[config.mk]
export PLATFORM = sky130hd
export DESIGN_NAME = newton_square_root
export DESIGN_NICKNAME = d
export VERILOG_FILES = /design/src/hdl/nsr_pkg.sv /design/src/hdl/nsr_div.sv /design/src/hdl/newton_square_root.sv
export SDC_FILE = /design/constraint.sdc
export NUM_CORES = 1
export LEC_CHECK = 0
export BUFFER_PORTS_ARGS = -buffer_cell sky130_fd_sc_hd__buf_2
export CORE_MARGIN = 2
export CORE_UTILIZATION = 50
export CTS_BUF_LIST = sky130_fd_sc_hd__clkbuf_2
export DETAILED_ROUTE_END_ITERATION = 6
export MAX_ROUTING_LAYER = met4
export PLACE_DENSITY = 0.67
export REMOVE_ABC_BUFFERS = 1
export SLEW_MARGIN = 20
export SYNTH_ARGS = -nofsm -noshare
export SYNTH_HDL_FRONTEND = slang
export SYNTH_SLANG_ARGS = --single-unit
[constraint.sdc]
create_clock -name clk_i -period 8.19 [get_ports clk_i]
set_clock_uncertainty 0.2 [all_clocks]
set_input_delay 0.4095 -clock clk_i [delete_from_list [all_inputs] [get_ports clk_i]]
set_output_delay 0.4095 -clock clk_i [all_outputs]
set_load 0.01 [all_outputs]
[src/hdl/nsr_pkg.sv]
`timescale 1ns / 1ps
`default_nettype none

package nsr_pkg;

  // fixed-point format
  localparam int unsigned FracBits = 16;
  localparam int unsigned RadW     = 32;
  localparam int unsigned RootW    = 32;
  localparam int unsigned CapW     = 7;

  // positive radicand shifted left by the fraction bits
  localparam int unsigned ScaledW  = RadW - 1 + FracBits;
  // estimate and quotient width, one bit of headroom over the scaled radicand
  localparam int unsigned EstW     = ScaledW + 1;
  localparam int unsigned DivCntW  = $clog2(ScaledW + 1);

  localparam logic [CapW-1:0] CapReset = CapW'(32);
  localparam logic [CapW-1:0] CapMin   = CapW'(1);
  localparam logic [CapW-1:0] CapMax   = CapW'(64);

  typedef struct packed {
    logic                start;
    logic [ScaledW-1:0]  dividend;
    logic [EstW-1:0]     divisor;
  } nsr_div_req_t;

  typedef struct packed {
    logic                busy;
    logic                done;
    logic [EstW-1:0]     quotient;
  } nsr_div_rsp_t;

endpackage

`default_nettype wire

[src/hdl/nsr_div.sv]
`timescale 1ns / 1ps
`default_nettype none

// restoring divider, one quotient bit per cycle
module nsr_div import nsr_pkg::*; (
  input  wire logic         clk_i,
  input  wire logic         rst_ni,
  input  wire nsr_div_req_t req_i,
  output nsr_div_rsp_t      rsp_o
);

  logic                busy_q, busy_d;
  logic                done_q, done_d;
  logic [DivCntW-1:0]  cnt_q, cnt_d;
  logic [EstW-1:0]     rem_q, rem_d;
  logic [ScaledW-1:0]  quo_q, quo_d;
  logic [EstW-1:0]     dvs_q, dvs_d;
  logic [EstW:0]       trial;
  logic                fits;

  assign trial = {rem_q, quo_q[ScaledW-1]};
  assign fits  = (trial >= {1'b0, dvs_q});

  always_comb begin
    busy_d = busy_q;
    done_d = 1'b0;
    cnt_d  = cnt_q;
    rem_d  = rem_q;
    quo_d  = quo_q;
    dvs_d  = dvs_q;
    if (req_i.start) begin
      busy_d = 1'b1;
      cnt_d  = DivCntW'(ScaledW);
      rem_d  = '0;
      quo_d  = req_i.dividend;
      dvs_d  = req_i.divisor;
    end else if (busy_q) begin
      rem_d = fits ? EstW'(trial - {1'b0, dvs_q}) : trial[EstW-1:0];
      quo_d = {quo_q[ScaledW-2:0], fits};
      cnt_d = cnt_q - DivCntW'(1);
      if (cnt_q == DivCntW'(1)) begin
        busy_d = 1'b0;
        done_d = 1'b1;
      end
    end
  end

  always_ff @(posedge clk_i or negedge rst_ni) begin
    if (!rst_ni) begin
      busy_q <= 1'b0;
      done_q <= 1'b0;
      cnt_q  <= '0;
    end else begin
      busy_q <= busy_d;
      done_q <= done_d;
      cnt_q  <= cnt_d;
    end
  end

  always_ff @(posedge clk_i) begin
    rem_q <= rem_d;
    quo_q <= quo_d;
    dvs_q <= dvs_d;
  end

  assign rsp_o = '{busy: busy_q, done: done_q, quotient: EstW'(quo_q)};

endmodule

`default_nettype wire

[src/hdl/newton_square_root.sv]
`timescale 1ns / 1ps
`default_nettype none

// square root of a signed Q16.16 radicand, result in unsigned Q16.16. the
// estimate starts at 1.0 and each Newton step forms q = (n << 16) / r and
// r = (r + q) / 2, until a step leaves r unchanged or the iteration cap is
// reached (then hit_limit is set). zero or negative radicands give root 0 with
// not_positive set. a positive radicand runs each Newton step through the
// bit-serial restoring divider shared by all steps, with an update state after
// each divide and the idle and finish states around the loop.
// one request is worked on at a time; s_axis_tready is high only while idle.
// the result sits in an output register, so the next request can be taken
// while the previous result still waits on m_axis_tready.
module newton_square_root import nsr_pkg::*; (
  input  wire logic             clk_i,
  input  wire logic             rst_ni,
  // iteration cap register
  input  wire logic             cfg_we_i,
  input  wire logic [CapW-1:0]  cfg_wdata_i,
  // request side
  input  wire logic             s_axis_tvalid,
  output logic                  s_axis_tready,
  input  wire logic [RadW-1:0]  s_axis_tdata,   // [31:0] radicand
  // result side
  output logic                  m_axis_tvalid,
  input  wire logic             m_axis_tready,
  output logic [RootW-1:0]      m_axis_tdata,   // [31:0] root
  output logic [1:0]            m_axis_tuser    // [0] not_positive, [1] hit_limit
);

  typedef enum logic [3:0] {
    ST_IDLE = 4'b0001,
    ST_DIV  = 4'b0010,
    ST_UPD  = 4'b0100,
    ST_FIN  = 4'b1000
  } state_e;

  state_e              state_q, state_d;
  logic [CapW-1:0]     cfg_cap_q;
  logic [CapW-1:0]     cap_q, cap_d;
  logic [CapW-1:0]     iter_q, iter_d;
  logic [CapW-1:0]     iter_next;
  logic [EstW-1:0]     est_q, est_d;
  logic [ScaledW-1:0]  scaled_q, scaled_d;
  logic                np_q, np_d;
  logic                hl_q, hl_d;

  logic                out_valid_q;
  logic [RootW-1:0]    out_root_q;
  logic                out_np_q;
  logic                out_hl_q;
  logic                out_load;

  logic                in_req;
  logic                rad_pos;
  logic [CapW-1:0]     cap_eff;
  logic [EstW:0]       sum;
  logic [EstW-1:0]     est_new;
  logic [EstW-1:0]     div_by;

  nsr_div_req_t        div_req;
  nsr_div_rsp_t        div_rsp;

  assign s_axis_tready = (state_q == ST_IDLE);
  assign in_req        = s_axis_tvalid && s_axis_tready;
  assign rad_pos       = !s_axis_tdata[RadW-1] && (s_axis_tdata != '0);

  // cap of zero runs one step, anything above 64 runs 64
  always_comb begin
    priority if (cfg_cap_q < CapMin) begin
      cap_eff = CapMin;
    end else if (cfg_cap_q > CapMax) begin
      cap_eff = CapMax;
    end else begin
      cap_eff = cfg_cap_q;
    end
  end

  // newton update, floor((r + q) / 2)
  assign sum       = {1'b0, est_q} + {1'b0, div_rsp.quotient};
  assign est_new   = sum[EstW:1];
  assign iter_next = iter_q + CapW'(1);

  always_comb begin
    state_d  = state_q;
    cap_d    = cap_q;
    iter_d   = iter_q;
    est_d    = est_q;
    scaled_d = scaled_q;
    np_d     = np_q;
    hl_d     = hl_q;
    div_by   = est_q;
    div_req.start = 1'b0;
    out_load = 1'b0;

    unique case (state_q)
      ST_IDLE: begin
        if (in_req) begin
          if (rad_pos) begin
            scaled_d = {s_axis_tdata[RadW-2:0], {FracBits{1'b0}}};
            est_d    = EstW'(1) << FracBits;
            div_by   = EstW'(1) << FracBits;
            cap_d    = cap_eff;
            iter_d   = '0;
            np_d     = 1'b0;
            hl_d     = 1'b0;
            div_req.start = 1'b1;
            state_d  = ST_DIV;
          end else begin
            est_d   = '0;
            np_d    = 1'b1;
            hl_d    = 1'b0;
            state_d = ST_FIN;
          end
        end
      end
      ST_DIV: begin
        if (div_rsp.done) begin
          state_d = ST_UPD;
        end
      end
      ST_UPD: begin
        iter_d = iter_next;
        if (est_new == est_q) begin
          hl_d    = 1'b0;
          state_d = ST_FIN;
        end else begin
          est_d = est_new;
          if (iter_next == cap_q) begin
            hl_d    = 1'b1;
            state_d = ST_FIN;
          end else begin
            // zero estimate guard, replaced by one
            div_by = (est_new == '0) ? EstW'(1) : est_new;
            div_req.start = 1'b1;
            state_d = ST_DIV;
          end
        end
      end
      ST_FIN: begin
        if (!out_valid_q || m_axis_tready) begin
          out_load = 1'b1;
          state_d  = ST_IDLE;
        end
      end
      default: begin
        state_d = ST_IDLE;
      end
    endcase

    div_req.dividend = (state_q == ST_IDLE) ? scaled_d : scaled_q;
    div_req.divisor  = div_by;
  end

  nsr_div u_div (
    .clk_i  (clk_i),
    .rst_ni (rst_ni),
    .req_i  (div_req),
    .rsp_o  (div_rsp)
  );

  always_ff @(posedge clk_i or negedge rst_ni) begin
    if (!rst_ni) begin
      state_q     <= ST_IDLE;
      cfg_cap_q   <= CapReset;
      out_valid_q <= 1'b0;
      iter_q      <= '0;
      cap_q       <= CapReset;
    end else begin
      state_q <= state_d;
      iter_q  <= iter_d;
      cap_q   <= cap_d;
      if (cfg_we_i) begin
        cfg_cap_q <= cfg_wdata_i;
      end
      if (out_load) begin
        out_valid_q <= 1'b1;
      end else if (m_axis_tready) begin
        out_valid_q <= 1'b0;
      end
    end
  end

  always_ff @(posedge clk_i) begin
    est_q    <= est_d;
    scaled_q <= scaled_d;
    np_q     <= np_d;
    hl_q     <= hl_d;
    if (out_load) begin
      out_root_q <= est_q[RootW-1:0];
      out_np_q   <= np_q;
      out_hl_q   <= hl_q;
    end
  end

  assign m_axis_tvalid = out_valid_q;
  assign m_axis_tdata  = out_root_q;
  assign m_axis_tuser  = {out_hl_q, out_np_q};

  // divider only runs while a newton step waits on it
  assert property (@(posedge clk_i) disable iff (!rst_ni)
    div_rsp.busy |-> (state_q == ST_DIV))
    else $error("divider busy outside the divide state");

  // step count never passes the latched cap
  assert property (@(posedge clk_i) disable iff (!rst_ni)
    (state_q == ST_DIV || state_q == ST_UPD) |-> (iter_q < cap_q))
    else $error("iteration count at or beyond cap while iterating");

  // a non-positive result carries a zero root and no limit flag
  assert property (@(posedge clk_i) disable iff (!rst_ni)
    (m_axis_tvalid && m_axis_tuser[0]) |-> (m_axis_tdata == '0 && !m_axis_tuser[1]))
    else $error("non-positive result with nonzero root or limit flag");

  // a request taken in idle starts a divide or goes straight to the finish state
  assert property (@(posedge clk_i) disable iff (!rst_ni)
    (s_axis_tvalid && s_axis_tready) |=> (state_q == ST_DIV || state_q == ST_FIN))
    else $error("accepted request did not start work");

endmodule

`default_nettype wire

# After elaboration in Yosys (flattened, before gate mapping)
# Index checks and enable logic that the tools add are counted.
# word_totals
word_cells	105
inputBits	44
output_inout_bits	36
register_bits	308
# classes
magnitude_cmp	3
mux	51
n_addsub	4
n_reduce_logical	16
eq_ne	13
# op_table
op	n
two-way mux 48 bit	8
two-way mux 47 bit	6
case mux 48 bit (2 select lines)	2
adder 48 x 47 -> 49 bit	1
greater-or-equal comparator 49 x 48 -> 1 bit	1
== test 48 bit	1
logical NOT 48 bit	1
subtractor 48 bit	1
nonzero test 32 bit	1
two-way mux 7 bit	4
two-way mux 4 bit	6
two-way mux 1 bit	18
two-way mux 17 bit	1
case mux 4 bit (4 select lines)	1
AND reduction 3 bit	5
case mux 7 bit (2 select lines)	1
two-way mux 6 bit	2
adder 7 x 1 -> 7 bit, second input constant	1
== test 7 bit	1
greater-than comparator 7 bit, second input constant	1
less-than comparator 7 x 1 -> 1 bit, second input constant	1
== test 6 x 1 -> 1 bit, second input constant	1
!= test 2 x 1 -> 1 bit, second input constant	3
nonzero test 2 bit	3
other kinds (12)	16

# Depth between registers and ports, before layout
# depth
word_depth	7
mapped_depth	17

# By module
# Synthesis repeated with hierarchy kept, for this count alone.
# unflattened
cells_unflattened	2111
area_unflattened_um2	19942.9
# modules_own_cells
module	cells_each	n_inst	area_each_um2
newton_square_root	1124	1	10637.7
nsr_div	987	1	9305.2

# Worst setup path before layout
# No wires, ideal clock.
# synth_timing
kind	register to register
start	register est_q[1]
end	register est_q[0] (enable)
arrival_ns	6.480
slack_ns	0.990
setup_time_ns	0.520
path_stages_with_launch	15
n_path_buf	1
path_cell_list	edfxtp_1 -> inv_1 -> fa_1 -> nand2b_1 -> a2111oi_2 -> o21ai_1 -> a2111oi_2 -> o21ai_1 -> o21ai_1 -> nand3_1 -> nand4b_1 -> nor4_2 -> and4b_1 -> buf_2 -> o21ai_0
# synth_via
elab_chain_len	4
# synth_rtl
element	line_no	text
start: declaration	newton_square_root.sv:43	logic [EstW-1:0] est_q, est_d;
start signal: assignment	newton_square_root.sv:185	est_q <= est_d;
adder 48 x 47 -> 49 bit	newton_square_root.sv:80	assign sum = {1'b0, est_q} + {1'b0, div_rsp.quotient};
== test 48 bit *	newton_square_root.sv:124	if (est_new == est_q) begin
!= test 2 bit (no line) *	--	
AND reduction 3 bit (no line) *	--	
# Mark *: on every way between the ends. The rest lies on a longest branch, timed or not.
# A chain may end at the register's enable or synchronous reset.

# Worst setup path after layout
# layout_timing
start	register est_q[5]
end	register u_div.quo_q[34] (enable)
# layout_via
elab_chain_len	5
# layout_rtl
element	line_no	text
adder 48 x 47 -> 49 bit	newton_square_root.sv:80	
== test 48 bit *	newton_square_root.sv:124	
two-way mux 1 bit *	newton_square_root.sv:124	
case mux 1 bit (2 select lines) *	newton_square_root.sv:96	unique case (state_q)
nonzero test 2 bit (no line) *	--	
end signal: assignment	nsr_div.sv:62	quo_q <= quo_d;
end: declaration	nsr_div.sv:16	logic [ScaledW-1:0] quo_q, quo_d;
# Marked as above.

==> metrics.txt <==
status=complete, no violations; final setup fails=0; post-route ant nets=0; Worst-path clk slew=100 ps; total CTS buffers=83; dominant cells by area after synthesis=edfxtp_1, dfxtp_1, ha_1; CTS H-tree lvls=3; hold_buf cts=91; routed wire length=61.83 mm; total number of vias=17180; IO buf count=79; fin area=0.02223 mm²; GRT Max-Usage Layer=met2; Post-synth EDFFs=179; Switching Fraction=48.03%; overall power=0.009264 W; most frequent cells in the layout=nand2_1, edfxtp_1, nor2_1, a21oi_1, clkbuf_2; top_reg_cell synth=edfxtp_1; Rel. slew slack=25.53%; met3 Use GR=5.409%; Post-CTS Repair Setup Buffers=0; worst r2r path cells=15; # fillers=3459; worst-margin pin slew=1089 ps; first-pass GRT wire length=95.61 mm; cell count after synthesis=2125; Power Density=416.8 mW/mm²; total leakage power=9.290 nW; Row Count=72; Post-CTS Resized=0; number of I/O pins=80; core area=0.03883 mm²; register area share after synthesis=41.08%; Mapped Area=0.01979 mm²; Tot GR Track Use=31.05%; area taken by multi-input logic gates=0.01089 mm²; hpwl dp=44.26 mm; Hold Path Stages=3; MaxCap Viol Count=0; Final Critical Period=6371 ps; final hold violation count=0; First-pass DRT Iterations=6; met2 Use GR=45.71%; Die H=203.0 µm; fraction of registers with async set/reset=11.04%; CTS root buf=clkbuf_2; Crit Path Category=reg2reg; most common cell after layout, fill and taps aside=nand2_1; Vias/cell=5.996; CTS tree=done; Die Wd=203.0 µm; area delta synth->final=12.28%; RSZ-0062 raised after global routing=no; Iter 0 DRT Violations=1484; Tightest Hold Check Type=in2reg; clock latency on the worst-skew pair=1100 ps; largest net degree at the start of global routing=96; FF/Latch Area=0.008133 mm²; grt total ovfl=0; DR WL/cell=21.58 µm; Synth area leader=edfxtp_1; VDD IR max=235.8 µV; clock power share=12.2%; CP required=8680 ps; NumNets Final=2423; combinational power share=59.4%; DIE AREA=0.04119 mm²; Crit. End Element=flip-flop; Int Pwr=0.004815 W; switching pwr=0.004449 W; period utilization=77.79%; Max clock buf depth=3; total negative setup slack=0 ps; clk sinks=308; grt met1 use=42.87%; placed instance area=0.02052 mm²; Max Transition Viols Final=0; initial core utilization=50.98%; Mapped Avg Cell Area=9.315 µm²; Max Fclk=157.0 MHz; flops & latches, synth=308; initial antenna violation count=3; GPL Wtd Cong=1.014; share of layout cells above drive strength 1=12.94%; DRC=0; yosys warns=0; Seq pwr share=28.4%; number of global-route vias before repair=16440; Worst Path Arrival=6860 ps; top-area cell type share of the netlist area=27.16%; Yosys cell types=87; Startpoint Class=flip-flop; crit path max fanout=62
## cell type report
| type | instances | share of cell area [%] |
|---|---|---|
| Clock inverter | 29 | 0.8219 |
| Tap cell | 518 | 2.916 |
| Antenna cell | 5 | 0.05630 |
| Clock buffer | 118 | 2.657 |
| Multi-Input combinational cell | 1614 | 49.01 |
| Inverter | 90 | 1.531 |
| Sequential cell | 308 | 36.59 |
| Timing Repair Buffer | 183 | 6.418 |
## synthesized netlist by cell type (26+ instances only)
cell type,instances
nand4_1,45
a211oi_1,57
a21oi_1,127
dfxtp_1,95
o21ai_0,85
dfrtp_1,31
a21o_1,43
nand2_1,247
nor2_1,169
buf_2,34
xor2_1,55
mux2i_1,47
nor4_1,26
mux2_4,29
clkbuf_1,69
xnor2_1,81
edfxtp_1,179
a22o_1,54
and2_1,47
inv_1,89
ha_1,97
nand3_1,46
nor3_1,46
nand2b_1,27
## path summary, 6_finish.rpt
check,startpoint,to,slack (ps)
setup reg to reg,est_q[5]$_SDFFCE_PN0P_,u_div.quo_q[34]$_DFFE_PP_,1820
hold reg to reg,np_q$_DFFE_PP_,out_np_q$_DFFE_PP_,230
max in group asynchronous,rst_ni,u_div.busy_q$_DFF_PN0_,7280
setup / recovery,est_q[5]$_SDFFCE_PN0P_,u_div.quo_q[34]$_DFFE_PP_,1820
hold / removal,cfg_we_i,cfg_cap_q[3]$_DFFE_PN0P_,90
min in group asynchronous,rst_ni,iter_q[1]$_DFFE_PN0P_,270
## power groups by stage
stage | Sequential, W | Clock [W] | Combinational, W
CTS | 0.00261 | 0.00117 | 0.00541
floorplan | 0.00249 | 0 | 0.00407
global route | 0.00267 | 0.00124 | 0.00603
global placement | 0.00263 | 0 | 0.00533
finish | 0.00263 | 0.00113 | 0.00550
detailed placement | 0.00265 | 0 | 0.00535
## critical path, stage by stage, from the launching register on
cell	delay, ps
edfxtp_1	580
ha_1	780
nand4_1	240
a2111oi_2	440
nor2_1	140
o21ai_0	540
a311oi_1	340
nand2_1	230
o31ai_1	90
a211o_1	330
nor4_2	410
nand4b_1	300
a21oi_4	240
buf_4	600
nand2b_2	80
buf_4	320
## sequential cells by signal, summed over array words and instances (netlist names), 4 cells and up
| name | cells |
|---|---|
| u_div.quo_q | 47 |
| cfg_cap_q | 7 |
| cap_q | 7 |
| u_div.dvs_q | 48 |
| iter_q | 7 |
| state_q | 4 |
| scaled_q | 47 |
| u_div.rem_q | 48 |
| u_div.cnt_q | 6 |
| m_axis_tdata | 32 |
| est_q | 48 |
## logic make-up (layout without fill, tap and decap cells)
family                     Yosys count  in the layout  share of synthesized area, %
muxes                               85             85                         5.089
adders and majority gates           99             99                         6.334
buffers and inverters              203            420                         4.229
AOI/OAI and AO/OA                  541            541                         18.59
xor gates and xnor gates           138            138                         6.245
and+or+nand+nor                    751            751                         18.43
DFF                                308            308                         41.08
other                                0              5                             0
## metrics by stage
| stage | utilization (%) | hold WS [ps] | worst slack (ps) | cells |
|---|---|---|---|---|
| 2_1_floorplan | - | -86.09 | 855.4 | 2012 |
| 3_3_place_gp | 52.85 | 204.8 | 2166 | 2622 |
| 3_5_place_dp | 52.85 | 209.2 | 2060 | 2622 |
| 4_1_cts | 57.21 | 6.101 | 1977 | 2860 |
| 5_1_grt | 57.24 | 28.05 | 1395 | 2865 |
| 6_report | 57.24 | 91.36 | 1819 | 2865 |
## layer usage
metal | part of all wire (%) | up-vias
met2 | 44 | 646
met5 | 0 | -
met4 | 3.5 | 0
li1 | - | 8158
met1 | 46 | 8252
met3 | 6.9 | 122
(Power assumes the default switching activity.)
